==> config.mk <==
export PLATFORM = sky130hd
export DESIGN_NAME = c3pc_cell
export DESIGN_NICKNAME = d
export VERILOG_FILES = /design/src/rtl/core/c3pc_pkg.sv /design/src/rtl/core/c3pc_cell.sv
export SDC_FILE = /design/constraint.sdc
export NUM_CORES = 1
export LEC_CHECK = 0
export ABC_AREA = 1
export BUFFER_PORTS_ARGS = -buffer_cell sky130_fd_sc_hd__buf_4
export CAP_MARGIN = 20
export CELL_PAD_IN_SITES_DETAIL_PLACEMENT = 0
export CELL_PAD_IN_SITES_GLOBAL_PLACEMENT = 1
export CORE_ASPECT_RATIO = 1.5
export CORE_UTILIZATION = 42
export DETAILED_ROUTE_END_ITERATION = 7
export PLACE_DENSITY = 0.87
export REMOVE_ABC_BUFFERS = 1
export SLEW_MARGIN = 5
export SYNTH_ARGS = -nofsm -noshare
export SYNTH_HDL_FRONTEND = slang
export SYNTH_SLANG_ARGS = --single-unit
==> constraint.sdc <==
create_clock -name i_clk -period 6.79 [get_ports i_clk]
set_input_delay 1.358 -clock i_clk [delete_from_list [all_inputs] [get_ports i_clk]]
set_output_delay 1.358 -clock i_clk [all_outputs]
set_load 0.02 [all_outputs]
==> src/rtl/core/c3pc_pkg.sv <==
// Shared types and constants of the 3x3 pseudocolor convolution block.
// Used by the window cells, the output buffer and the top level; no dependencies.
package c3pc_pkg;

    localparam int PIX_W      = 8;
    localparam int COEF_W     = 8;
    localparam int PROD_W     = 17;
    localparam int PART_W     = 18;
    localparam int SUM_W      = 20;
    localparam int SCALED_W   = 23;
    localparam int COORD_W    = 12;
    localparam int SIZE_W     = 13;
    localparam int KROW_W     = 24;
    localparam int RGB_W      = 24;
    localparam int CFG_IDX_W  = 3;
    localparam int CFG_DATA_W = 24;
    localparam int MAX_HEIGHT = 4096;
    localparam int MIN_SIZE   = 3;

    localparam logic [CFG_IDX_W-1:0] CFG_IMAGE_WIDTH   = 3'd0;
    localparam logic [CFG_IDX_W-1:0] CFG_IMAGE_HEIGHT  = 3'd1;
    localparam logic [CFG_IDX_W-1:0] CFG_KERNEL_TOP    = 3'd2;
    localparam logic [CFG_IDX_W-1:0] CFG_KERNEL_MIDDLE = 3'd3;
    localparam logic [CFG_IDX_W-1:0] CFG_KERNEL_BOTTOM = 3'd4;

    localparam logic [SIZE_W-1:0] WIDTH_RESET  = 13'd640;
    localparam logic [SIZE_W-1:0] HEIGHT_RESET = 13'd480;
    localparam logic [RGB_W-1:0]  COLOR_ZERO   = 24'hAAAAAA;

    // One window column: index 0 is the top row, 2 the bottom row.
    typedef logic [2:0][PIX_W-1:0] t_col;
    // Coefficients of one kernel column, same row order, two's complement.
    typedef logic [2:0][COEF_W-1:0] t_coefs;

    typedef struct packed {
        logic [COORD_W-1:0] row;
        logic [COORD_W-1:0] col;
        logic               last;
    } t_meta;

    typedef struct packed {
        logic [RGB_W-1:0] rgb;
        t_meta            meta;
    } t_result;

endpackage

==> src/rtl/core/c3pc_cell.sv <==
// One window cell: holds a three-pixel column, passes it on when shifted,
// and registers the column's dot product with its kernel column. Uses c3pc_pkg.
module c3pc_cell import c3pc_pkg::*; (
    input  logic                     i_clk,
    input  logic                     i_rst_n,
    input  logic                     i_shift,
    input  logic                     i_en,
    input  t_col                     i_col,
    input  t_coefs                   i_coef,
    output t_col                     o_col,
    output logic signed [PART_W-1:0] o_part
);

    t_col                     r_col;
    logic signed [PART_W-1:0] r_part;
    logic signed [PART_W-1:0] n_part;
    logic signed [PROD_W-1:0] prod;

    always_comb begin
        n_part = '0;
        prod   = '0;
        for (int i = 0; i < 3; i++) begin
            prod   = $signed({1'b0, r_col[i]}) * $signed(i_coef[i]);
            n_part = n_part + PART_W'(prod);
        end
    end

    always_ff @(posedge i_clk) begin
        if (!i_rst_n) begin
            r_col <= '0;
        end else if (i_shift) begin
            r_col <= i_col;
        end
    end

    always_ff @(posedge i_clk) begin
        if (i_en) begin
            r_part <= n_part;
        end
    end

    assign o_col  = r_col;
    assign o_part = r_part;

endmodule

==> results of run 1 <==
[through the flow]
stage | setup WS [ns] | total power, mW | hold slack (ns) | utilization (%)
6_report | 0.401 | 5.10 | 0.709 | 48.5
5_1_grt | 0.111 | 5.76 | 0.733 | 48.5
4_1_cts | 0.377 | 5.21 | 0.710 | 48.5
3_5_place_dp | 0.0440 | 4.85 | 0.700 | 47.6
3_3_place_gp | 0.0867 | 4.81 | 0.694 | 47.6
2_1_floorplan | 0.337 | 3.64 | 0.679 | -
[path summary, 6_finish.rpt]
check | start | endpoint | slack (ns) | depth (start not counted)
setup / recovery | i_coef[3] | o_part[16] | 0.40 | 23
hold / removal | o_col[13] | o_col[13] | 0.71 | 2
setup reg to reg | o_col[2] | o_part[16] | 0.90 | 22
hold reg to reg | o_col[13] | o_col[13] | 0.71 | 2
[worst min-delay path: cells and delay by family, from the launching register on]
kind / cells / cell delay [ns]
DFF: 1 / 0.43
AOI/OAI and AO/OA: 1 / 0.20
and+or+nand+nor: 1 / 0.04
[placed cells by master (no fill, tap or decap)]
cell,count
a21oi_1,9
a21oi_2,1
and2_1,2
buf_4,98
bufinv_16,1
clkbuf_16,6
clkbuf_8,1
clkinv_1,1
dfxtp_1,24
edfxtp_1,18
fa_1,165
ha_1,107
inv_1,370
inv_2,6
nand2_1,245
nand2_2,2
nand3_1,15
nand4_1,3
nor2_1,76
nor2_2,3
nor3_2,1
o21ai_0,24
o21ai_2,1
or2_2,6
xnor2_1,4
xor2_1,4
[state kept, by name, indices dropped and copies added (netlist names)]
name	flops
o_part	18
o_col	24
[per-layer routing]
| layer | GRT usage [%] | up-vias | routed length [um] |
|---|---|---|---|
| met1 | 22.7 | 3270 | 7750 |
| met3 | 1.90 | 46 | 553 |
| met4 | 9.09 | 0 | 775 |
| li1 | - | 3277 | - |
| met2 | 39.7 | 122 | 11800 |
| met5 | 0 | - | 0 |
[cell type report]
class	count	area (um2)
multi-input cells	668	6280
flip-flops and latches	42	1020
clock inverters	1	30.0
repair buffers	98	736
clock buffers	7	164
inverters	377	1420
fillers	1952	10600
well taps	264	330
[cells by family after synthesis]
kind of cell    after synthesis  share of synthesized area (%)
compound gates               35                           2.05
xor+xnor                      8                          0.786
fa+ha+maj                   272                           52.1
buf+inv                     428                           18.0
flops                        42                           11.5
simple gates                353                           15.6
[power by group through the flow]
stage,clock network (mW),registers [mW],logic (mW)
floorplan,0,0.619,3.02
global placement,0,0.560,4.25
detailed placement,0,0.561,4.29
CTS,0.334,0.557,4.32
global route,0.338,0.562,4.86
finish,0.324,0.556,4.22
==> summary.md, run 1 <==
| Metric | Value |
|---|---|
| Run status | `complete, no violations` |
| Worst Max-Slew Pin Slew | `0.803 ns` |
| Area Growth Syn to Fin | `12.0%` |
| Critical Path End Type | `flop` |
| Placement Rows | `64` |
| Clock buffer count from CTS | `5` |
| Hold-fix buffers at CTS | `0` |
| Clock Path Buffers | `2` |
| # placed instances | `1,449` |
| Leak | `6.18 nW` |
| Synth Flop Type | `dfxtp_1` |
| Design area | `9980 um2` |
| Max-cap violations | `0` |
| Die ar. | `around 22,000 um2` |
| CTS H-Tree Depth | `2` |
| Clock share of power | `approximately 6.4%` |
| Internal | `approximately 2.3 mW` |
| Ports | `94` |
| Seq cells post-synth | `42` |
| IO Port Bufs | `93` |
| Post-cts sizing count | `0` |
| Sw power | `about 2.8 mW` |
| Sequential share of the synthesized area | `a little under an eighth` |
| Vias in the first global route | `7,332` |
| Routed Antenna Nets | `0` |
| Setup violations, final | `0` |
| Core area | `20,600 um2` |
| Starting Density | `roughly 43%` |
| Wire per inst | `between 10 and 15 um` |
| First-pass GRT wire length | `35,300 um` |
| Critical path's top delay family | `adder cells` |
| CP max FO | `8` |
| Largest stage delay, worst path | `0.56 ns` |
| Post-synth ARST share | `0%` |
| Post-synth EDFFs | `18` |
| Avg Cell Area, Syn | `7.83 um2` |
| Non-filler cells, final | `1,457` |
| Final hold viol count | `0` |
| Slew Limit Fails | `0` |
| Die width | `121 um` |
| Rel. slew slack | `46.4%` |
| CTS tree | `built` |
| YS warnings | `0` |
| Dpl hpwl | `18,600 um` |
| Critical path launch point type | `input port` |
| Synth cell types | `25` |
| Via count | `about 6,700` |
| DR vias/cell | `between 4 and 5` |
| Dominant cell type by area after synthesis | `fa_1` |
| Setup bufs post-CTS | `0` |
| Routed WL | `20,900 um` |
| Largest net degree at the start of global routing | `26` |
| RSZ-0062 raised after global routing | `false` |
| Most common cell in the netlist | `inv_1` |
| Peak supply drop | `0.000403 V` |
| Clk Latency, worst-skew pair | `0.30 ns` |
| Most frequent cells after synthesis | `370 x inv_1, 245 x nand2_1, 165 x fa_1` |
| CP max-delay cell | `fa_1` |
| Required @ worst endpoint | `6.85 ns` |
| Period utilization | `between 90% and 100%` |
| Post-route DRC | `0` |
| Setup Total Neg Slack | `0 ns` |
| Root buf cell | `clkbuf_16` |
| All-layer global routing usage | `20.8%` |
| Crit-path cells | `buf_4 -> nand2_1 -> fa_1 -> inv_1 -> fa_1 -> inv_1 -> fa_1 -> inv_1 -> fa_1 -> inv_1 -> fa_1 -> fa_1 -> inv_1 -> fa_1 -> ha_1 -> a21oi_1 -> nand2_1 -> nand2_1 -> nand2_2 -> nand2_1 -> nand2_1 -> nand2_1 -> nand2_1` |
| Area share of the largest cell type after synthesis | `37.1%` |
| Clock skew | `0.00527 ns` |
| 1st-iter DRT viols | `about 290` |
| Achievable Freq | `157 MHz` |
| Logic gate share of total power | `between 80 and 90%` |
| Initial antenna violation count | `0` |
| Crit path kind | `in -> reg` |
| N_diodes | `0` |
| Tmin final | `6.39 ns` |
| Gr ovfl total | `0` |
| Synthesized cell area | `8910 um2` |
| NumNets Final | `1,516` |
| Worst Path Arrival | `6.45 ns` |
| Syn Inst Count | `1,138` |
| Reg power frac | `10.9%` |
| Fraction of layout cells with a size suffix above 1 | `10.6%` |
| Reg clk slew, reported paths | `0.07 ns` |
| Top cells by area, synth | `fa_1 37%, inv_1 16%, ha_1 15%` |
| RePlAce Congestion | `0.846` |
| Die Y | `between 150 and 200 um` |
| Buf/Inv on CP | `6` |
| Clock Sinks | `42` |
| Sw frac | `54.0%` |
| HP Class | `reg -> reg` |
| PD cells | `511 nW/um2` |
| DP Area | `roughly 9800 um2` |
| DR pass1 iterations | `4` |
No activity file was read; power rests on OpenSTA's default activity.
==> inputs of run 2 (changes only) <==
==> constraint.sdc (replaced) <==
create_clock -name i_clk -period 5.2 [get_ports i_clk]
set_input_delay 1.04 -clock i_clk [delete_from_list [all_inputs] [get_ports i_clk]]
set_output_delay 1.04 -clock i_clk [all_outputs]
set_load 0.005 [all_outputs]
==> run 2 against run 1 <==
The flow now finishes with violations (negative setup slack). Design area increased by 12%. Sequential share of layout area decreased by 1.1 points. Sequential cell count unchanged. Count of clock-buffer cells in the layout unchanged. Critical path type unchanged. Largest cell class unchanged. Highest routed layer unchanged.
==> summary.md, run 2 (synthesized netlist as in run 1, its figures left out) <==
| Metric | Value |
|---|---|
| NumNets Final | `1,615 (+6.5%)` |
| Final hold viol count | `0 (unchanged)` |
| Setup ws final | `-0.643 ns (-1.04 ns)` |
| Clock buffer count from CTS | `5 (unchanged)` |
| Die width | `121 um (unchanged)` |
| Placement Rows | `64 (unchanged)` |
| Failing checks | `negative setup slack` |
| Post-route DRC | `0 (unchanged)` |
| Reg clk slew, reported paths | `0.06 ns (about the same)` |
| Wire per inst | `14.4 um (+0.70%)` |
| CTS H-Tree Depth | `2 (unchanged)` |
| RSZ-0062 raised after global routing | `true` |
| Worst Max-Slew Pin Slew | `0.814 ns (+0.0101 ns)` |
| CP max FO | `4 (-4)` |
| Required @ worst endpoint | `5.25 ns (-1.60 ns)` |
| Layout fillers | `1,866 (-4.4%)` |
| Clock Path Buffers | `2 (unchanged)` |
| Ports | `94 (unchanged)` |
| N_diodes | `0 (unchanged)` |
| Area of the multi-input gates | `6640 um2 (+5.6%)` |
| Setup violations, final | `14 (+14)` |
| # placed instances | `1,541 (+6.3%)` |
| Most frequent cells in the layout | `338 x inv_1, 207 x nand2_1, 176 x buf_4` |
| Max-cap violations | `0 (unchanged)` |
| Period utilization | `112%` |
| Largest net degree at the start of global routing | `26 (unchanged)` |
| Non-filler cells, final | `1,556 (+6.8%)` |
| Gr ovfl total | `0 (unchanged)` |
| Initial antenna violation count | `0 (unchanged)` |
| Slew Limit Fails | `0 (unchanged)` |
| Length of routed met2 wiring | `12,600 um (+6.6%)` |
| DP Area | `10,500 um2 (+7.1%)` |
| Final core occ | `54.3% (+5.8 points)` |
| All-layer global routing usage | `22.1% (+1.3 points)` |
| Fraction of layout cells with a size suffix above 1 | `25.1% (+15 points)` |
| Max FFs per register | `24 (unchanged)` |
| Routed WL | `22,500 um (+7.5%)` |
| Worst Path Arrival | `5.89 ns (-0.56 ns)` |
| RePlAce Congestion | `0.908 (+7.4%)` |
| Root buf cell | `clkbuf_16` |
| Rel. slew slack | `45.7% (-0.68 points)` |
| DR pass1 iterations | `4 (unchanged)` |
| HP Class | `reg -> reg` |
| Sequential Area | `1020 um2 (unchanged)` |
| Critical Path End Type | `flop` |
| Vias in the first global route | `7,838 (+6.9%)` |
| CP max-delay cell | `fa_1` |
| Clock Sinks | `42 (unchanged)` |
| DR vias/cell | `4.61 (about the same)` |
| Crit-path cells | `buf_8 -> inv_8 -> or2_4 -> fa_1 -> fa_1 -> inv_2 -> fa_1 -> fa_1 -> fa_2 -> fa_1 -> inv_2 -> fa_1 -> inv_2 -> ha_4 -> buf_6 -> nand2_2 -> nand2_2 -> nand2_2 -> nand3_2 -> a21oi_2 -> xnor2_1` |
| Commonest non-fill, non-tap cell in the layout | `inv_1` |
| Run status | `finished with violations` |
| Die Y | `180 um (unchanged)` |
| Design area | `11,200 um2 (+12%)` |
| CTS tree | `built` |
| Via count | `7,173 (+6.8%)` |
| Clock skew | `0.00585 ns (+0.000584 ns)` |
| Most common cell on crit path | `fa_1` |
| Crit path kind | `in -> reg` |
| 1st-iter DRT viols | `232 (-21%)` |
| Die ar. | `21,800 um2 (unchanged)` |
| Dpl hpwl | `19,800 um (+6.5%)` |
| Tmin final | `5.84 ns` |
| Core area | `20,600 um2 (unchanged)` |
| Placement Setup Slack | `-1.23 ns (-1.28 ns)` |
| Critical path launch point type | `input port` |
| First-pass GRT wire length | `37,300 um (+5.8%)` |
| Max layer used | `met4` |
| IO Port Bufs | `93 (unchanged)` |
| Area Growth Syn to Fin | `25.4%` |
| Met1 WL | `8170 um (+5.5%)` |
| Clk Latency, worst-skew pair | `0.30 ns (about the same)` |
| Largest stage delay, worst path | `0.53 ns (-0.03 ns)` |
| Starting Density | `43.3% (unchanged)` |
| Met3 WL post-DR | `663 um (+20%)` |
| Routed Antenna Nets | `0 (unchanged)` |
| Achievable Freq | `171 MHz` |
-- run 2: cell count changes in the layout (fill, tap and decap cells not counted), sizes merged --
cell	before	now
buf	98	197
clkinv	1	0
inv	376	377
-- run 2: final timing paths --
kind                end  depth (start not counted)  startpoint  slack [ns]
max reg2reg  o_part[16]                         21    o_col[4]       -0.36
min reg2reg   o_col[18]                          2   o_col[18]        0.64
min           o_col[18]                          2   o_col[18]        0.64
max          o_part[10]                         21  i_coef[15]       -0.64
-- run 2: repair_timing --
action	in CTS	in global routing
resized for setup	74	76
hold buffers	0	0
endpoints found under the setup margin	14	14
pin swaps	41	43
setup buffers	4	3
-- run 2: stage by stage --
stage	setup TNS, ns	hold WS, ns
2_1_floorplan	-9.63	0.601
3_3_place_gp	-14.24	0.606
3_5_place_dp	-14.80	0.608
4_1_cts	-8.60	0.634
5_1_grt	-9.60	0.671
6_report	-7.61	0.640
-- run 2: final cells by class --
class                      instances  area share, %
clock buffer                       7           1.20
clock inverter                     1          0.269
inverter                         377           12.8
multi-input combinational        668           59.4
sequential                        42           9.13
tap                              264           2.95
timing repair buffer             197           14.3
-- run 2: critical path, delay by kind of cell --
family	cells	cell delay [ns]
adders and majority gates	8	3.71
and+or+nand+nor	5	0.51
buffers and inverters	6	0.39
AOI/OAI and AO/OA	1	0.14
xor gates and xnor gates	1	0.10
-- run 2: layer usage --
layer  GRT usage [%]  up-vias
met2            41.6      128
met3            2.03       61
met5               0        -
li1                -     3481
met4            11.3        0
met1            24.1     3503
Power of run 2 is left out: the tool's default activity adds up to more than one toggle a clock period on the data nets, which glitch-free logic cannot reach.
