### config.mk
export PLATFORM = sky130hd
export DESIGN_NAME = c3pc_obuf
export DESIGN_NICKNAME = d
export VERILOG_FILES = /design/src/rtl/core/c3pc_pkg.sv /design/src/rtl/core/c3pc_obuf.sv
export SDC_FILE = /design/constraint.sdc
export NUM_CORES = 1
export LEC_CHECK = 0
export BUFFER_PORTS_ARGS = -buffer_cell sky130_fd_sc_hd__buf_2
export CAP_MARGIN = 20
export CORE_MARGIN = 2
export CORE_UTILIZATION = 42
export DETAILED_ROUTE_END_ITERATION = 10
export HOLD_SLACK_MARGIN = 0.08
export PLACE_DENSITY = 0.66
export SYNTH_ARGS = -nofsm -noshare
export SYNTH_HDL_FRONTEND = slang
export SYNTH_SLANG_ARGS = --single-unit
### constraint.sdc
create_clock -name i_clk -period 4.2 [get_ports i_clk]
set_input_delay 1.26 -clock i_clk [delete_from_list [all_inputs] [get_ports i_clk]]
set_output_delay 1.26 -clock i_clk [all_outputs]
set_load 0.05 [all_outputs]
### src/rtl/core/c3pc_pkg.sv
// Shared types and constants of the 3x3 pseudocolor convolution block.
// Used by the window cells, the output buffer and the top level; no dependencies.
package c3pc_pkg;

    localparam int PIX_W      = 8;
    localparam int COEF_W     = 8;
    localparam int PROD_W     = 17;
    localparam int PART_W     = 18;
    localparam int SUM_W      = 20;
    localparam int SCALED_W   = 23;
    localparam int COORD_W    = 12;
    localparam int SIZE_W     = 13;
    localparam int KROW_W     = 24;
    localparam int RGB_W      = 24;
    localparam int CFG_IDX_W  = 3;
    localparam int CFG_DATA_W = 24;
    localparam int MAX_HEIGHT = 4096;
    localparam int MIN_SIZE   = 3;

    localparam logic [CFG_IDX_W-1:0] CFG_IMAGE_WIDTH   = 3'd0;
    localparam logic [CFG_IDX_W-1:0] CFG_IMAGE_HEIGHT  = 3'd1;
    localparam logic [CFG_IDX_W-1:0] CFG_KERNEL_TOP    = 3'd2;
    localparam logic [CFG_IDX_W-1:0] CFG_KERNEL_MIDDLE = 3'd3;
    localparam logic [CFG_IDX_W-1:0] CFG_KERNEL_BOTTOM = 3'd4;

    localparam logic [SIZE_W-1:0] WIDTH_RESET  = 13'd640;
    localparam logic [SIZE_W-1:0] HEIGHT_RESET = 13'd480;
    localparam logic [RGB_W-1:0]  COLOR_ZERO   = 24'hAAAAAA;

    // One window column: index 0 is the top row, 2 the bottom row.
    typedef logic [2:0][PIX_W-1:0] t_col;
    // Coefficients of one kernel column, same row order, two's complement.
    typedef logic [2:0][COEF_W-1:0] t_coefs;

    typedef struct packed {
        logic [COORD_W-1:0] row;
        logic [COORD_W-1:0] col;
        logic               last;
    } t_meta;

    typedef struct packed {
        logic [RGB_W-1:0] rgb;
        t_meta            meta;
    } t_result;

endpackage

### src/rtl/core/c3pc_obuf.sv
// Two-entry output buffer that decouples the pipeline from the result consumer.
// Uses c3pc_pkg for the result type.
module c3pc_obuf import c3pc_pkg::*; (
    input  logic    i_clk,
    input  logic    i_rst_n,
    input  logic    i_push,
    input  t_result i_data,
    output logic    o_full,
    output logic    o_valid,
    input  logic    i_ready,
    output t_result o_data
);

    t_result    r_mem [2];
    logic       r_wptr;
    logic       r_rptr;
    logic [1:0] r_cnt;
    logic       pop;

    assign pop     = o_valid && i_ready;
    assign o_full  = (r_cnt == 2'd2);
    assign o_valid = (r_cnt != 2'd0);
    assign o_data  = r_mem[r_rptr];

    always_ff @(posedge i_clk) begin
        if (!i_rst_n) begin
            r_wptr <= 1'b0;
            r_rptr <= 1'b0;
            r_cnt  <= 2'd0;
        end else begin
            if (i_push) begin
                r_wptr <= ~r_wptr;
            end
            if (pop) begin
                r_rptr <= ~r_rptr;
            end
            unique case ({i_push, pop})
                2'b10:   r_cnt <= r_cnt + 2'd1;
                2'b01:   r_cnt <= r_cnt - 2'd1;
                default: r_cnt <= r_cnt;
            endcase
        end
    end

    always_ff @(posedge i_clk) begin
        if (i_push) begin
            r_mem[r_wptr] <= i_data;
        end
    end

endmodule
==> metrics.txt, run 1 <==
# TYPE chip_impl_metric gauge
chip_impl_info{name="run_status",value="finished clean"} 1
chip_impl_metric{name="fin_nets",unit=""} 341
chip_impl_metric{name="die_w",unit="um"} 98.5
chip_impl_metric{name="postSynthRegisterBits",unit=""} 103
chip_impl_metric{name="place.detailed.hpwl",unit="um"} 3920
chip_impl_metric{name="route.detailed.vias_per_inst",unit=""} 4.74
chip_impl_metric{name="worst-endpoint-arrival",unit="ps"} 1940
chip_impl_metric{name="placement.cell_area",unit="sq mm"} 0.00442
chip_impl_metric{name="synthDistinctLibCells",unit=""} 17
chip_impl_metric{name="setup-violations-final",unit=""} 0
chip_impl_metric{name="ios",unit=""} 104
chip_impl_metric{name="port_buffers",unit=""} 103
chip_impl_metric{name="power_density",unit="mW/mm^2"} 587
chip_impl_metric{name="layout_worst_path_cycle_share",unit="%"} 76.2
chip_impl_metric{name="leakagePower",unit="nW"} 1.71
chip_impl_metric{name="aggregate_global_routing_overflow",unit=""} 0
chip_impl_metric{name="initial_core_util",unit="%"} 43.2
chip_impl_metric{name="final_max_slew_viol_count",unit=""} 0
chip_impl_metric{name="share_of_synthesized_area_occupied_by_flip_flops_and_latches",unit="%"} 81.2
chip_impl_metric{name="crit_path_max_incr_delay",unit="ps"} 510
chip_impl_metric{name="tightestPinTransition",unit="ps"} 735
chip_impl_metric{name="final_cell_area",unit="sq mm"} 0.00460
chip_impl_info{name="grt_setup_unrepaired",value="no"} 1
chip_impl_metric{name="die_area",unit="sq mm"} 0.00970
chip_impl_metric{name="cp_data_required_time",unit="ps"} 2940
chip_impl_metric{name="total_negative_setup_slack",unit="ps"} 0
chip_impl_info{name="crit_type",value="flop to output port"} 1
chip_impl_metric{name="grt_max_degree",unit=""} 43
chip_impl_metric{name="ir_worst_vdd",unit="V"} 0.000414
chip_impl_metric{name="post_synth.cell_area_avg",unit="sq um"} 21.4
chip_impl_metric{name="placeableCoreArea",unit="sq mm"} 0.00868
chip_impl_metric{name="worst-path-max-fanout",unit=""} 42
chip_impl_metric{name="final_layout_size_suffix_gt1_share",unit="%"} 59.9
chip_impl_metric{name="finalCriticalPeriod",unit="ps"} 3200
chip_impl_metric{name="cts.path.max_buffers",unit=""} 2
chip_impl_metric{name="drc",unit=""} 0
chip_impl_info{name="cts_tree",value="done"} 1
chip_impl_metric{name="grt_use_total",unit="%"} 12.7
chip_impl_metric{name="floorplan.die.height",unit="um"} 98.5
chip_impl_metric{name="h-tree-depth",unit=""} 3
chip_impl_metric{name="worst_slew_margin_rel",unit="%"} 50.9
chip_impl_metric{name="grt_pass1_vias",unit=""} 1955
chip_impl_metric{name="flow.area_growth_from_synthesis",unit="%"} 22.7
chip_impl_metric{name="dr_total_vias",unit=""} 1897
chip_impl_metric{name="final-instance-count-excl-fill",unit=""} 400
chip_impl_metric{name="antenna_left",unit=""} 0
chip_impl_metric{name="timing_hold_violations_final",unit=""} 0
chip_impl_metric{name="cts_num_sinks",unit=""} 103
chip_impl_metric{name="max_clock_freq",unit="MHz"} 313
chip_impl_metric{name="post_cts_hold_buffer_count",unit=""} 0
chip_impl_info{name="slowest_stage",value="sky130_fd_sc_hd__buf_4"} 1
chip_impl_metric{name="drt-initial-drc-count",unit=""} 48
chip_impl_metric{name="synth_cells",unit=""} 175
chip_impl_info{name="timing.critical_path.to_type",value="output port"} 1
chip_impl_metric{name="synth.cell_area",unit="sq mm"} 0.00375
chip_impl_info{name="start_kind",value="flop"} 1
chip_impl_metric{name="row_count",unit=""} 34
chip_impl_info{name="timing.hold.worst.class",value="flop to flop"} 1
chip_impl_info{name="cp_cell_sequence",value="buf_4 > mux2_2 > buf_2"} 1
chip_impl_metric{name="finClkSkew",unit="ps"} 13.7
chip_impl_metric{name="wire_length_of_the_first_global_routing_pass",unit="um"} 9480
chip_impl_metric{name="cts.repair.resized",unit=""} 0
chip_impl_metric{name="place.gp.congestion",unit=""} 0.668
chip_impl_metric{name="antenna_cells",unit=""} 0
chip_impl_metric{name="clock_latency",unit="ps"} 350
chip_impl_metric{name="place.detailed.instances",unit=""} 384
chip_impl_metric{name="reg2reg_setup_slack",unit="ps"} 2460
chip_impl_metric{name="cts.repair_timing.setup_buffer_count",unit=""} 0
chip_impl_metric{name="synth_warnings",unit=""} 0
chip_impl_metric{name="totalWireLength",unit="um"} 6120
chip_impl_metric{name="cts_buffers",unit=""} 9
chip_impl_metric{name="number_of_nets_in_the_synthesized_netlist",unit=""} 229
chip_impl_info{name="clock-root-buffer",value="sky130_fd_sc_hd__clkbuf_8"} 1
chip_impl_metric{name="maxcap_violations",unit=""} 0
chip_impl_metric{name="drt-pass1-iter-count",unit=""} 5
chip_impl_metric{name="report.power.total",unit="mW"} 2.70
chip_impl_metric{name="routed_wire_length_per_instance",unit="um"} 15.3
chip_impl_metric{name="antenna_found_initial",unit=""} 0
chip_impl_metric{name="clkSlewWorstSetupHoldPaths",unit="ps"} 100
-- per-layer routing --
metal / up-vias / track usage [%] / wire (um)
met5: - / 0 / 0
met4: 0 / 3.16 / 44
met3: 4 / 5.46 / 433
met2: 69 / 20.2 / 3010
met1: 920 / 16.4 / 2630
li1: 904 / - / -
-- critical path: cells and delay by family (launching register included) --
family | cells | cell delay, ps
buffers and inverters | 2 | 720
muxes | 1 | 410
DFF | 1 | 440
-- power breakdown --
group,total (mW),leakage (nW),switching [mW],internal [mW]
Sequential,1.23,0.961,0.0326,1.20
Clock,0.570,0.0947,0.331,0.239
Combinational,0.904,0.658,0.629,0.275
-- through the flow --
step           hold WS, ps  utilization [%]  setup slack, ps
2_1_floorplan          474                -              336
3_3_place_gp           497             50.9             1350
3_5_place_dp           528             50.9             1360
4_1_cts                542             53.0              952
5_1_grt                575             53.0              849
6_report               539             53.0             1000
-- cells in the final DEF, fill, tap and decap left out, types with 2 or more instances in the layout --
cell type	synthesis	layout
sky130_fd_sc_hd__o21a_1	2	2
sky130_fd_sc_hd__clkbuf_8	0	10
sky130_fd_sc_hd__mux2_2	49	49
sky130_fd_sc_hd__buf_2	4	103
sky130_fd_sc_hd__dfxtp_1	5	4
sky130_fd_sc_hd__buf_4	1	2
sky130_fd_sc_hd__inv_6	0	3
sky130_fd_sc_hd__xnor2_1	3	3
sky130_fd_sc_hd__nor2b_1	3	3
sky130_fd_sc_hd__edfxtp_1	98	98
-- cell type report --
type,count,area (sq um)
inverter,1,3.75
sequential,103,3040
clock buffer,11,141
clock inverter,5,40.0
multi-input combinational,66,683
fill,725,4080
tap,108,135
timing repair buffer,106,551
-- cells in the mapped netlist --
library cell / instances / area share (%)
sky130_fd_sc_hd__edfxtp_1: 98 / 79
sky130_fd_sc_hd__o21ai_0: 1 / 0.13
sky130_fd_sc_hd__and2_1: 2 / 0.33
sky130_fd_sc_hd__a21boi_1: 1 / 0.20
sky130_fd_sc_hd__o21a_1: 2 / 0.40
sky130_fd_sc_hd__ha_1: 1 / 0.33
sky130_fd_sc_hd__or2_2: 1 / 0.17
sky130_fd_sc_hd__mux2_2: 49 / 15
sky130_fd_sc_hd__xnor2_1: 3 / 0.70
sky130_fd_sc_hd__nor2b_1: 3 / 0.50
sky130_fd_sc_hd__or3_1: 1 / 0.17
sky130_fd_sc_hd__buf_2: 4 / 0.53
sky130_fd_sc_hd__nor2_1: 1 / 0.10
sky130_fd_sc_hd__buf_4: 1 / 0.20
sky130_fd_sc_hd__inv_1: 1 / 0.10
sky130_fd_sc_hd__dfxtp_1: 5 / 2.7
sky130_fd_sc_hd__and2b_2: 1 / 0.23
-- worst paths after layout --
check             cells after the start                     end                  start
setup / recovery                      3               o_data[1]                   flop
setup reg to reg                      2  r_mem[1][16]$_DFFE_PP_    r_wptr$_SDFFE_PN0P_
hold / removal                        2   r_cnt[1]$_SDFFE_PN0P_  r_cnt[1]$_SDFFE_PN0P_
hold reg to reg                       2   r_cnt[1]$_SDFFE_PN0P_  r_cnt[1]$_SDFFE_PN0P_
-- state kept, by name, indices dropped and copies added (netlist names), named ones only --
| signal | flops |
|---|---|
| r_rptr | 1 |
| r_wptr | 1 |
| r_mem | 98 |
| r_cnt | 2 |
-- cells by family after synthesis --
group,after synthesis,share of synthesized area [%]
fa+ha+maj,1,0.334
xor+xnor,3,0.701
mux,49,14.7
compound gates,4,0.734
simple gates,9,1.50
flops,103,81.2
buf+inv,6,0.834
(Power assumes the default switching activity.)
==> run 2, diff against run 1 <==
- ABC_AREA: unset -> 1
- PLACE_DENSITY: 0.66 -> 0.69
- clock period: 4.2 -> 2.9 ns (I/O delays scaled with it)
==> run 2 against run 1 <==
Effect of this change: synthesized cell count up 7.4%; worst hold slack worse by 23 ps; core utilization up 0.31 points.
==> metrics.txt, run 2 <==
# TYPE chip_impl_metric gauge
chip_impl_info{name="run_status",value="finished clean"} 1
chip_impl_metric{name="drt-initial-drc-count",unit=""} 71
chip_impl_metric{name="synth_cells",unit=""} 188
chip_impl_metric{name="pre_cts_ws",unit="ps"} 756
chip_impl_metric{name="routed_wire_length_per_instance",unit="um"} 15.5
chip_impl_metric{name="floorplan.die.height",unit="um"} 99.3
chip_impl_metric{name="worst_slew_margin_rel",unit="%"} 69.6
chip_impl_metric{name="grt_max_degree",unit=""} 34
chip_impl_metric{name="clkSlewWorstSetupHoldPaths",unit="ps"} 90
chip_impl_metric{name="max_clock_freq",unit="MHz"} 398
chip_impl_metric{name="grt_pass1_vias",unit=""} 2031
chip_impl_metric{name="synth_top_cell_area_share",unit="%"} 77.1
chip_impl_info{name="most_frequent_cells_after_synthesis",value="sky130_fd_sc_hd__edfxtp_1 (98), sky130_fd_sc_hd__mux2_2 (39), sky130_fd_sc_hd__nor2_1 (11)"} 1
chip_impl_metric{name="share_comb_of_total_power",unit="%"} 21.2
chip_impl_info{name="timing.critical_path.to_type",value="output port"} 1
chip_impl_metric{name="final_max_slew_viol_count",unit=""} 0
chip_impl_metric{name="aggregate_global_routing_overflow",unit=""} 0
chip_impl_info{name="layout_commonest_cell",value="sky130_fd_sc_hd__buf_2"} 1
chip_impl_metric{name="maxcap_violations",unit=""} 0
chip_impl_info{name="yosys.cell_count.top_type",value="sky130_fd_sc_hd__edfxtp_1"} 1
chip_impl_metric{name="grt_use_total",unit="%"} 13.6
chip_impl_info{name="most-common-layout-cells",value="sky130_fd_sc_hd__buf_2 (103), sky130_fd_sc_hd__edfxtp_1 (98), sky130_fd_sc_hd__mux2_2 (39)"} 1
chip_impl_metric{name="timing_hold_violations_final",unit=""} 0
chip_impl_info{name="crit_type",value="flop to output port"} 1
chip_impl_metric{name="cts.repair_timing.setup_buffer_count",unit=""} 0
chip_impl_info{name="hold_path_startpoint",value="r_rptr$_SDFFE_PN0P_"} 1
chip_impl_metric{name="tightestPinTransition",unit="ps"} 456
chip_impl_metric{name="leakagePower",unit="nW"} 1.79
chip_impl_info{name="cts_tree",value="done"} 1
chip_impl_metric{name="route.detailed.vias_per_inst",unit=""} 4.78
chip_impl_metric{name="row_count",unit=""} 34
chip_impl_metric{name="worst_slack",unit="ps"} 390
chip_impl_info{name="r2r_end",value="r_mem[1][4]$_DFFE_PP_"} 1
chip_impl_metric{name="drc",unit=""} 0
chip_impl_metric{name="clock_latency",unit="ps"} 350
chip_impl_metric{name="worst-path-max-fanout",unit=""} 26
chip_impl_metric{name="cts.path.max_buffers",unit=""} 2
chip_impl_metric{name="total_negative_setup_slack",unit="ps"} 0
chip_impl_metric{name="antenna_found_initial",unit=""} 0
chip_impl_metric{name="cp_data_required_time",unit="ps"} 2030
chip_impl_metric{name="worstHoldPathCells",unit=""} 2
chip_impl_metric{name="place.gp.congestion",unit=""} 0.652
chip_impl_metric{name="placeableCoreArea",unit="sq mm"} 0.00876
chip_impl_info{name="dominantRegCellSynth",value="sky130_fd_sc_hd__edfxtp_1"} 1
chip_impl_metric{name="final_layout_size_suffix_gt1_share",unit="%"} 56.7
chip_impl_metric{name="post_synth.cell_area_avg",unit="sq um"} 20.3
chip_impl_metric{name="antenna_left",unit=""} 0
chip_impl_info{name="synthDominantAreaCellType",value="sky130_fd_sc_hd__edfxtp_1"} 1
chip_impl_metric{name="layout_worst_path_cycle_share",unit="%"} 86.6
chip_impl_info{name="reg_top3",value="r_mem x98, r_cnt x2"} 1
chip_impl_metric{name="async_flop_share",unit="%"} 0
chip_impl_info{name="registers.top_by_ff_count",value="r_mem"} 1
chip_impl_metric{name="synth.cell_area",unit="sq mm"} 0.00382
chip_impl_metric{name="wire_length_of_the_first_global_routing_pass",unit="um"} 10100
chip_impl_metric{name="internal_power_component",unit="mW"} 2.33
chip_impl_metric{name="ios",unit=""} 104
chip_impl_metric{name="power_density",unit="mW/mm^2"} 709
chip_impl_metric{name="share_of_synthesized_area_occupied_by_flip_flops_and_latches",unit="%"} 79.7
chip_impl_metric{name="clockPowerShare",unit="%"} 26.2
chip_impl_info{name="regToRegStartpoint",value="r_wptr$_SDFFE_PN0P_"} 1
chip_impl_info{name="start_kind",value="flop"} 1
chip_impl_metric{name="initial_core_util",unit="%"} 43.5
chip_impl_metric{name="ir_worst_vdd",unit="V"} 0.000348
chip_impl_metric{name="finClkSkew",unit="ps"} 9.03
chip_impl_metric{name="largest_register_ffs",unit=""} 98
chip_impl_info{name="synth.area.top_cells",value="sky130_fd_sc_hd__edfxtp_1 (77%), sky130_fd_sc_hd__mux2_2 (12%), sky130_fd_sc_hd__mux2_4 (3.9%)"} 1
chip_impl_metric{name="placement.cell_area",unit="sq mm"} 0.00448
chip_impl_metric{name="antenna_cells",unit=""} 0
chip_impl_metric{name="reg2reg_setup_slack",unit="ps"} 1480
chip_impl_metric{name="post_cts_hold_buffer_count",unit=""} 0
chip_impl_info{name="worstSetupEndpoint",value="o_data[9]"} 1
chip_impl_metric{name="final-instance-count-excl-fill",unit=""} 415
chip_impl_metric{name="finalCriticalPeriod",unit="ps"} 2510
chip_impl_metric{name="dr_total_vias",unit=""} 1982
chip_impl_metric{name="cts_num_sinks",unit=""} 103
chip_impl_metric{name="fin_nets",unit=""} 356
chip_impl_metric{name="flow.area_growth_from_synthesis",unit="%"} 22.4
chip_impl_metric{name="setup-violations-final",unit=""} 0
chip_impl_metric{name="postSynthRegisterBits",unit=""} 103
chip_impl_info{name="timing.hold.worst.class",value="flop to flop"} 1
chip_impl_metric{name="synthDistinctLibCells",unit=""} 16
chip_impl_metric{name="number_of_enable_flip_flop_cells_after_synthesis",unit=""} 98
chip_impl_metric{name="die_area",unit="sq mm"} 0.00986
chip_impl_metric{name="ff2ff_path_depth",unit=""} 3
chip_impl_metric{name="totalWireLength",unit="um"} 6450
chip_impl_metric{name="worst-endpoint-arrival",unit="ps"} 1640
chip_impl_metric{name="die_w",unit="um"} 99.3
chip_impl_metric{name="port_buffers",unit=""} 103
chip_impl_info{name="clock-root-buffer",value="sky130_fd_sc_hd__clkbuf_8"} 1
chip_impl_metric{name="cts_buffers",unit=""} 9
chip_impl_metric{name="final_cell_area",unit="sq mm"} 0.00467
chip_impl_metric{name="sequentialPowerShare",unit="%"} 52.7
chip_impl_metric{name="fill_cells",unit=""} 744
chip_impl_metric{name="number_of_nets_in_the_synthesized_netlist",unit=""} 242
chip_impl_metric{name="netSwitchingFraction",unit="%"} 29.7
chip_impl_metric{name="drt-pass1-iter-count",unit=""} 4
chip_impl_metric{name="place.detailed.instances",unit=""} 399
chip_impl_metric{name="cts.repair.resized",unit=""} 0
chip_impl_metric{name="h-tree-depth",unit=""} 3
chip_impl_metric{name="power.net_switching",unit="mW"} 0.984
chip_impl_metric{name="place.detailed.hpwl",unit="um"} 4430
chip_impl_metric{name="synth_warnings",unit=""} 0
chip_impl_info{name="grt_setup_unrepaired",value="no"} 1
chip_impl_metric{name="layout.core_utilization",unit="%"} 53.3
-- run 2: cell count changes after synthesis, sizes merged, moves of 2 or more --
cell	before	now
nor2	1	11
inv	1	6
nor2b	3	0
and2	2	0
xnor2	3	0
nand2	0	8
-- run 2: worst min path at each step --
stage	to
after floorplan	flop
after global placement	r_rptr$_SDFFE_PN0P_
after detailed placement	r_rptr$_SDFFE_PN0P_
after CTS	r_rptr$_SDFFE_PN0P_
after global routing	r_cnt[1]$_SDFFE_PN0P_
final	r_rptr$_SDFFE_PN0P_
-- run 2: cells by family (layout without fill, tap and decap cells) --
family / count (synthesis) / count (layout) / share of synthesized area, %
mux: 49 / 49 / 15.4
simple gates: 21 / 21 / 2.16
fa+ha+maj: 1 / 1 / 0.328
flops: 103 / 103 / 79.7
compound gates: 3 / 3 / 0.459
buf+inv: 11 / 130 / 1.87
-- run 2: layout make-up --
type	instances	area, sq um	share of cell area, %
clock buffers	9	124	2.65
clock inverters	7	70.1	1.50
inverters	6	22.5	0.482
multi-input cells	74	709	15.2
flip-flops and latches	103	3040	65.2
well taps	108	135	2.89
repair buffers	108	566	12.1
-- run 2: per-stage QoR --
stage | hold slack (ps) | power, mW
finish | 515 | 3.31
global route | 566 | 3.45
CTS | 528 | 3.35
detailed placement | 507 | 2.49
global placement | 467 | 2.48
floorplan | 451 | 2.33
-- run 2: power groups by stage --
stage / clock [mW] / sequential [mW] / combinational, mW
after global placement: 0 / 1.77 / 0.703
after floorplan: 0 / 1.77 / 0.557
final: 0.867 / 1.74 / 0.701
after global routing: 0.959 / 1.75 / 0.744
after CTS: 0.897 / 1.75 / 0.712
after detailed placement: 0 / 1.78 / 0.710
-- run 2: critical path, cell delays in order, from the launching register on --
cell                      delay, ps
sky130_fd_sc_hd__dfxtp_2        330
sky130_fd_sc_hd__buf_4          350
sky130_fd_sc_hd__mux2_2         380
sky130_fd_sc_hd__buf_2          210
-- run 2: routing by layer --
layer	global-route usage (%)	up-vias	routed length (um)
met3	5.76	6	479
met2	22.8	72	3200
met4	3.16	0	55
met5	0	-	0
li1	-	945	-
met1	16.4	959	2720
==> run 3, diff against run 2 <==
- CORE_ASPECT_RATIO: unset -> 0.5
- CORE_MARGIN: 2 -> 3
==> run 3 against run 2 <==
Effect of this change: final cell count grew 0.72%; via count fell by 0.76%; combinational power rose by 1%; fmax is 2.0% higher.
==> metrics.txt, run 3 (synthesis gave the netlist of run 2 again) <==
# TYPE chip_impl_metric gauge
chip_impl_metric{name="total_negative_setup_slack",unit="ps"} 0
chip_impl_metric{name="antenna_found_initial",unit=""} 0
chip_impl_metric{name="placeableCoreArea",unit="sq mm"} 0.00840
chip_impl_metric{name="grt_max_degree",unit=""} 48
chip_impl_metric{name="maxcap_violations",unit=""} 0
chip_impl_metric{name="drt-pass1-iter-count",unit=""} 4
chip_impl_metric{name="largest_register_ffs",unit=""} 98
chip_impl_metric{name="initial_core_util",unit="%"} 45.4
chip_impl_metric{name="cp_data_required_time",unit="ps"} 2030
chip_impl_metric{name="layout_worst_path_cycle_share",unit="%"} 84.9
chip_impl_metric{name="final-instance-count-excl-fill",unit=""} 418
chip_impl_info{name="critical_path.top_delay_family",value="buffers and inverters"} 1
chip_impl_metric{name="power_density",unit="mW/mm^2"} 756
chip_impl_info{name="crit_type",value="flop to output port"} 1
chip_impl_metric{name="netSwitchingFraction",unit="%"} 28.1
chip_impl_metric{name="cts.path.max_buffers",unit=""} 2
chip_impl_metric{name="worst_slew_margin_rel",unit="%"} 65.8
chip_impl_metric{name="die_w",unit="um"} 141
chip_impl_info{name="cp_cell_sequence",value="buf_12 > mux2_2 > buf_2"} 1
chip_impl_metric{name="leakagePower",unit="nW"} 1.85
chip_impl_metric{name="clockPowerShare",unit="%"} 31.9
chip_impl_metric{name="row_count",unit=""} 23
chip_impl_metric{name="sequentialPowerShare",unit="%"} 48.4
chip_impl_metric{name="grt_use_total",unit="%"} 13.6
chip_impl_info{name="start_kind",value="flop"} 1
chip_impl_metric{name="floorplan.die.height",unit="um"} 73.4
chip_impl_info{name="slowest_stage",value="sky130_fd_sc_hd__mux2_2"} 1
chip_impl_metric{name="dr_total_vias",unit=""} 1967
chip_impl_metric{name="place.detailed.hpwl",unit="um"} 4710
chip_impl_metric{name="port_buffers",unit=""} 103
chip_impl_metric{name="worst-path-max-fanout",unit=""} 47
chip_impl_info{name="clock-root-buffer",value="sky130_fd_sc_hd__clkbuf_16"} 1
chip_impl_metric{name="cts_num_sinks",unit=""} 103
chip_impl_metric{name="final_max_slew_viol_count",unit=""} 0
chip_impl_metric{name="fin_nets",unit=""} 355
chip_impl_metric{name="power.net_switching",unit="mW"} 1.01
chip_impl_metric{name="place.gp.congestion",unit=""} 0.691
chip_impl_metric{name="finalCriticalPeriod",unit="ps"} 2460
chip_impl_metric{name="drt-initial-drc-count",unit=""} 132
chip_impl_metric{name="report.power.total",unit="mW"} 3.61
chip_impl_metric{name="max_clock_freq",unit="MHz"} 406
chip_impl_metric{name="cts.repair.resized",unit=""} 0
chip_impl_metric{name="ios",unit=""} 104
chip_impl_metric{name="worst-endpoint-arrival",unit="ps"} 1590
chip_impl_metric{name="aggregate_global_routing_overflow",unit=""} 0
chip_impl_metric{name="die_area",unit="sq mm"} 0.0103
chip_impl_metric{name="clock_latency",unit="ps"} 330
chip_impl_info{name="registers.top_by_ff_count",value="r_mem"} 1
chip_impl_info{name="timing.hold.worst.class",value="flop to flop"} 1
chip_impl_metric{name="antenna_cells",unit=""} 0
chip_impl_metric{name="cts_buffers",unit=""} 9
chip_impl_info{name="reg_top3",value="r_mem x98, r_cnt x2"} 1
chip_impl_metric{name="internal_power_component",unit="mW"} 2.60
chip_impl_metric{name="route.detailed.vias_per_inst",unit=""} 4.71
chip_impl_metric{name="post_cts_hold_buffer_count",unit=""} 0
chip_impl_metric{name="cts.repair_timing.setup_buffer_count",unit=""} 0
chip_impl_metric{name="finClkSkew",unit="ps"} 5.79
chip_impl_metric{name="drc",unit=""} 0
chip_impl_metric{name="routed_wire_length_per_instance",unit="um"} 16.4
chip_impl_metric{name="timing_hold_violations_final",unit=""} 0
chip_impl_metric{name="totalWireLength",unit="um"} 6840
chip_impl_metric{name="h-tree-depth",unit=""} 3
chip_impl_metric{name="crit_path_max_incr_delay",unit="ps"} 390
chip_impl_info{name="layout_commonest_cell",value="sky130_fd_sc_hd__buf_2"} 1
chip_impl_metric{name="reg2reg_setup_slack",unit="ps"} 1420
chip_impl_metric{name="tightestPinTransition",unit="ps"} 512
chip_impl_metric{name="antenna_left",unit=""} 0
chip_impl_metric{name="place.detailed.instances",unit=""} 402
chip_impl_metric{name="ir_worst_vdd",unit="V"} 0.000377
chip_impl_metric{name="clkSlewWorstSetupHoldPaths",unit="ps"} 60
chip_impl_metric{name="flow.area_growth_from_synthesis",unit="%"} 25.1
chip_impl_metric{name="setup-violations-final",unit=""} 0
chip_impl_info{name="timing.critical_path.to_type",value="output port"} 1
chip_impl_metric{name="share_comb_of_total_power",unit="%"} 19.7
chip_impl_metric{name="grt_pass1_vias",unit=""} 2175
chip_impl_metric{name="final_layout_size_suffix_gt1_share",unit="%"} 57.2
chip_impl_metric{name="wire_length_of_the_first_global_routing_pass",unit="um"} 10600
chip_impl_info{name="most-common-layout-cells",value="sky130_fd_sc_hd__buf_2 (103), sky130_fd_sc_hd__edfxtp_1 (98), sky130_fd_sc_hd__mux2_2 (39)"} 1
chip_impl_info{name="run_status",value="finished clean"} 1
chip_impl_info{name="cts_tree",value="done"} 1
chip_impl_metric{name="worstPathBufferInverterCount",unit=""} 2
chip_impl_metric{name="finalHoldWorstSlack",unit="ps"} 503
chip_impl_info{name="grt_setup_unrepaired",value="no"} 1
-- run 3: changes by cell type in the layout (fill, tap and decap cells not counted), sizes merged --
| cell | change |
|---|---|
| inv | -2 |
| clkinv | +4 |
| buf | -1 |
| clkinvlp | -2 |
-- run 3: per-stage QoR --
stage	util (%)	cell area, sq um	setup slack (ps)
global placement	53.4	4490	789
CTS	56.8	4780	404
floorplan	-	3820	302
finish	56.8	4780	439
detailed placement	53.4	4490	777
global route	56.8	4780	369
-- run 3: final cells by class --
class	instances	area, sq um
Fill cell	678	3630
Timing Repair Buffer	107	571
Inverter	6	22.5
Multi-Input combinational cell	74	709
Clock inverter	7	63.8
Tap cell	112	140
Clock buffer	9	225
Sequential cell	103	3040
-- run 3: worst paths after layout --
check / startpoint / endpoint / depth (start not counted)
worst max-delay path: flop / o_data[45] / 3
worst min-delay path: r_rptr$_SDFFE_PN0P_ / flop / 2
worst min register to register: r_rptr$_SDFFE_PN0P_ / flop / 2
worst max register to register: r_wptr$_SDFFE_PN0P_ / r_mem[1][45]$_DFFE_PP_ / 3
-- run 3: worst min-delay path, cell delays in order, from the launching register on --
cell	delay, ps
sky130_fd_sc_hd__dfxtp_1	330
sky130_fd_sc_hd__nor2_1	60
sky130_fd_sc_hd__nor2_1	70
-- run 3: power groups by stage --
stage | registers (mW) | clock network [mW] | logic, mW
4_1_cts | 1.75 | 1.18 | 0.722
3_5_place_dp | 1.78 | 0 | 0.719
5_1_grt | 1.75 | 1.24 | 0.749
6_report | 1.75 | 1.15 | 0.711
2_1_floorplan | 1.77 | 0 | 0.557
3_3_place_gp | 1.77 | 0 | 0.705
-- run 3: per-layer routing --
metal	global-route usage [%]	part of all wire, %
met2	25.8	55
met3	4.10	5.0
met4	5.91	1.5
met5	0	0
met1	14.3	38
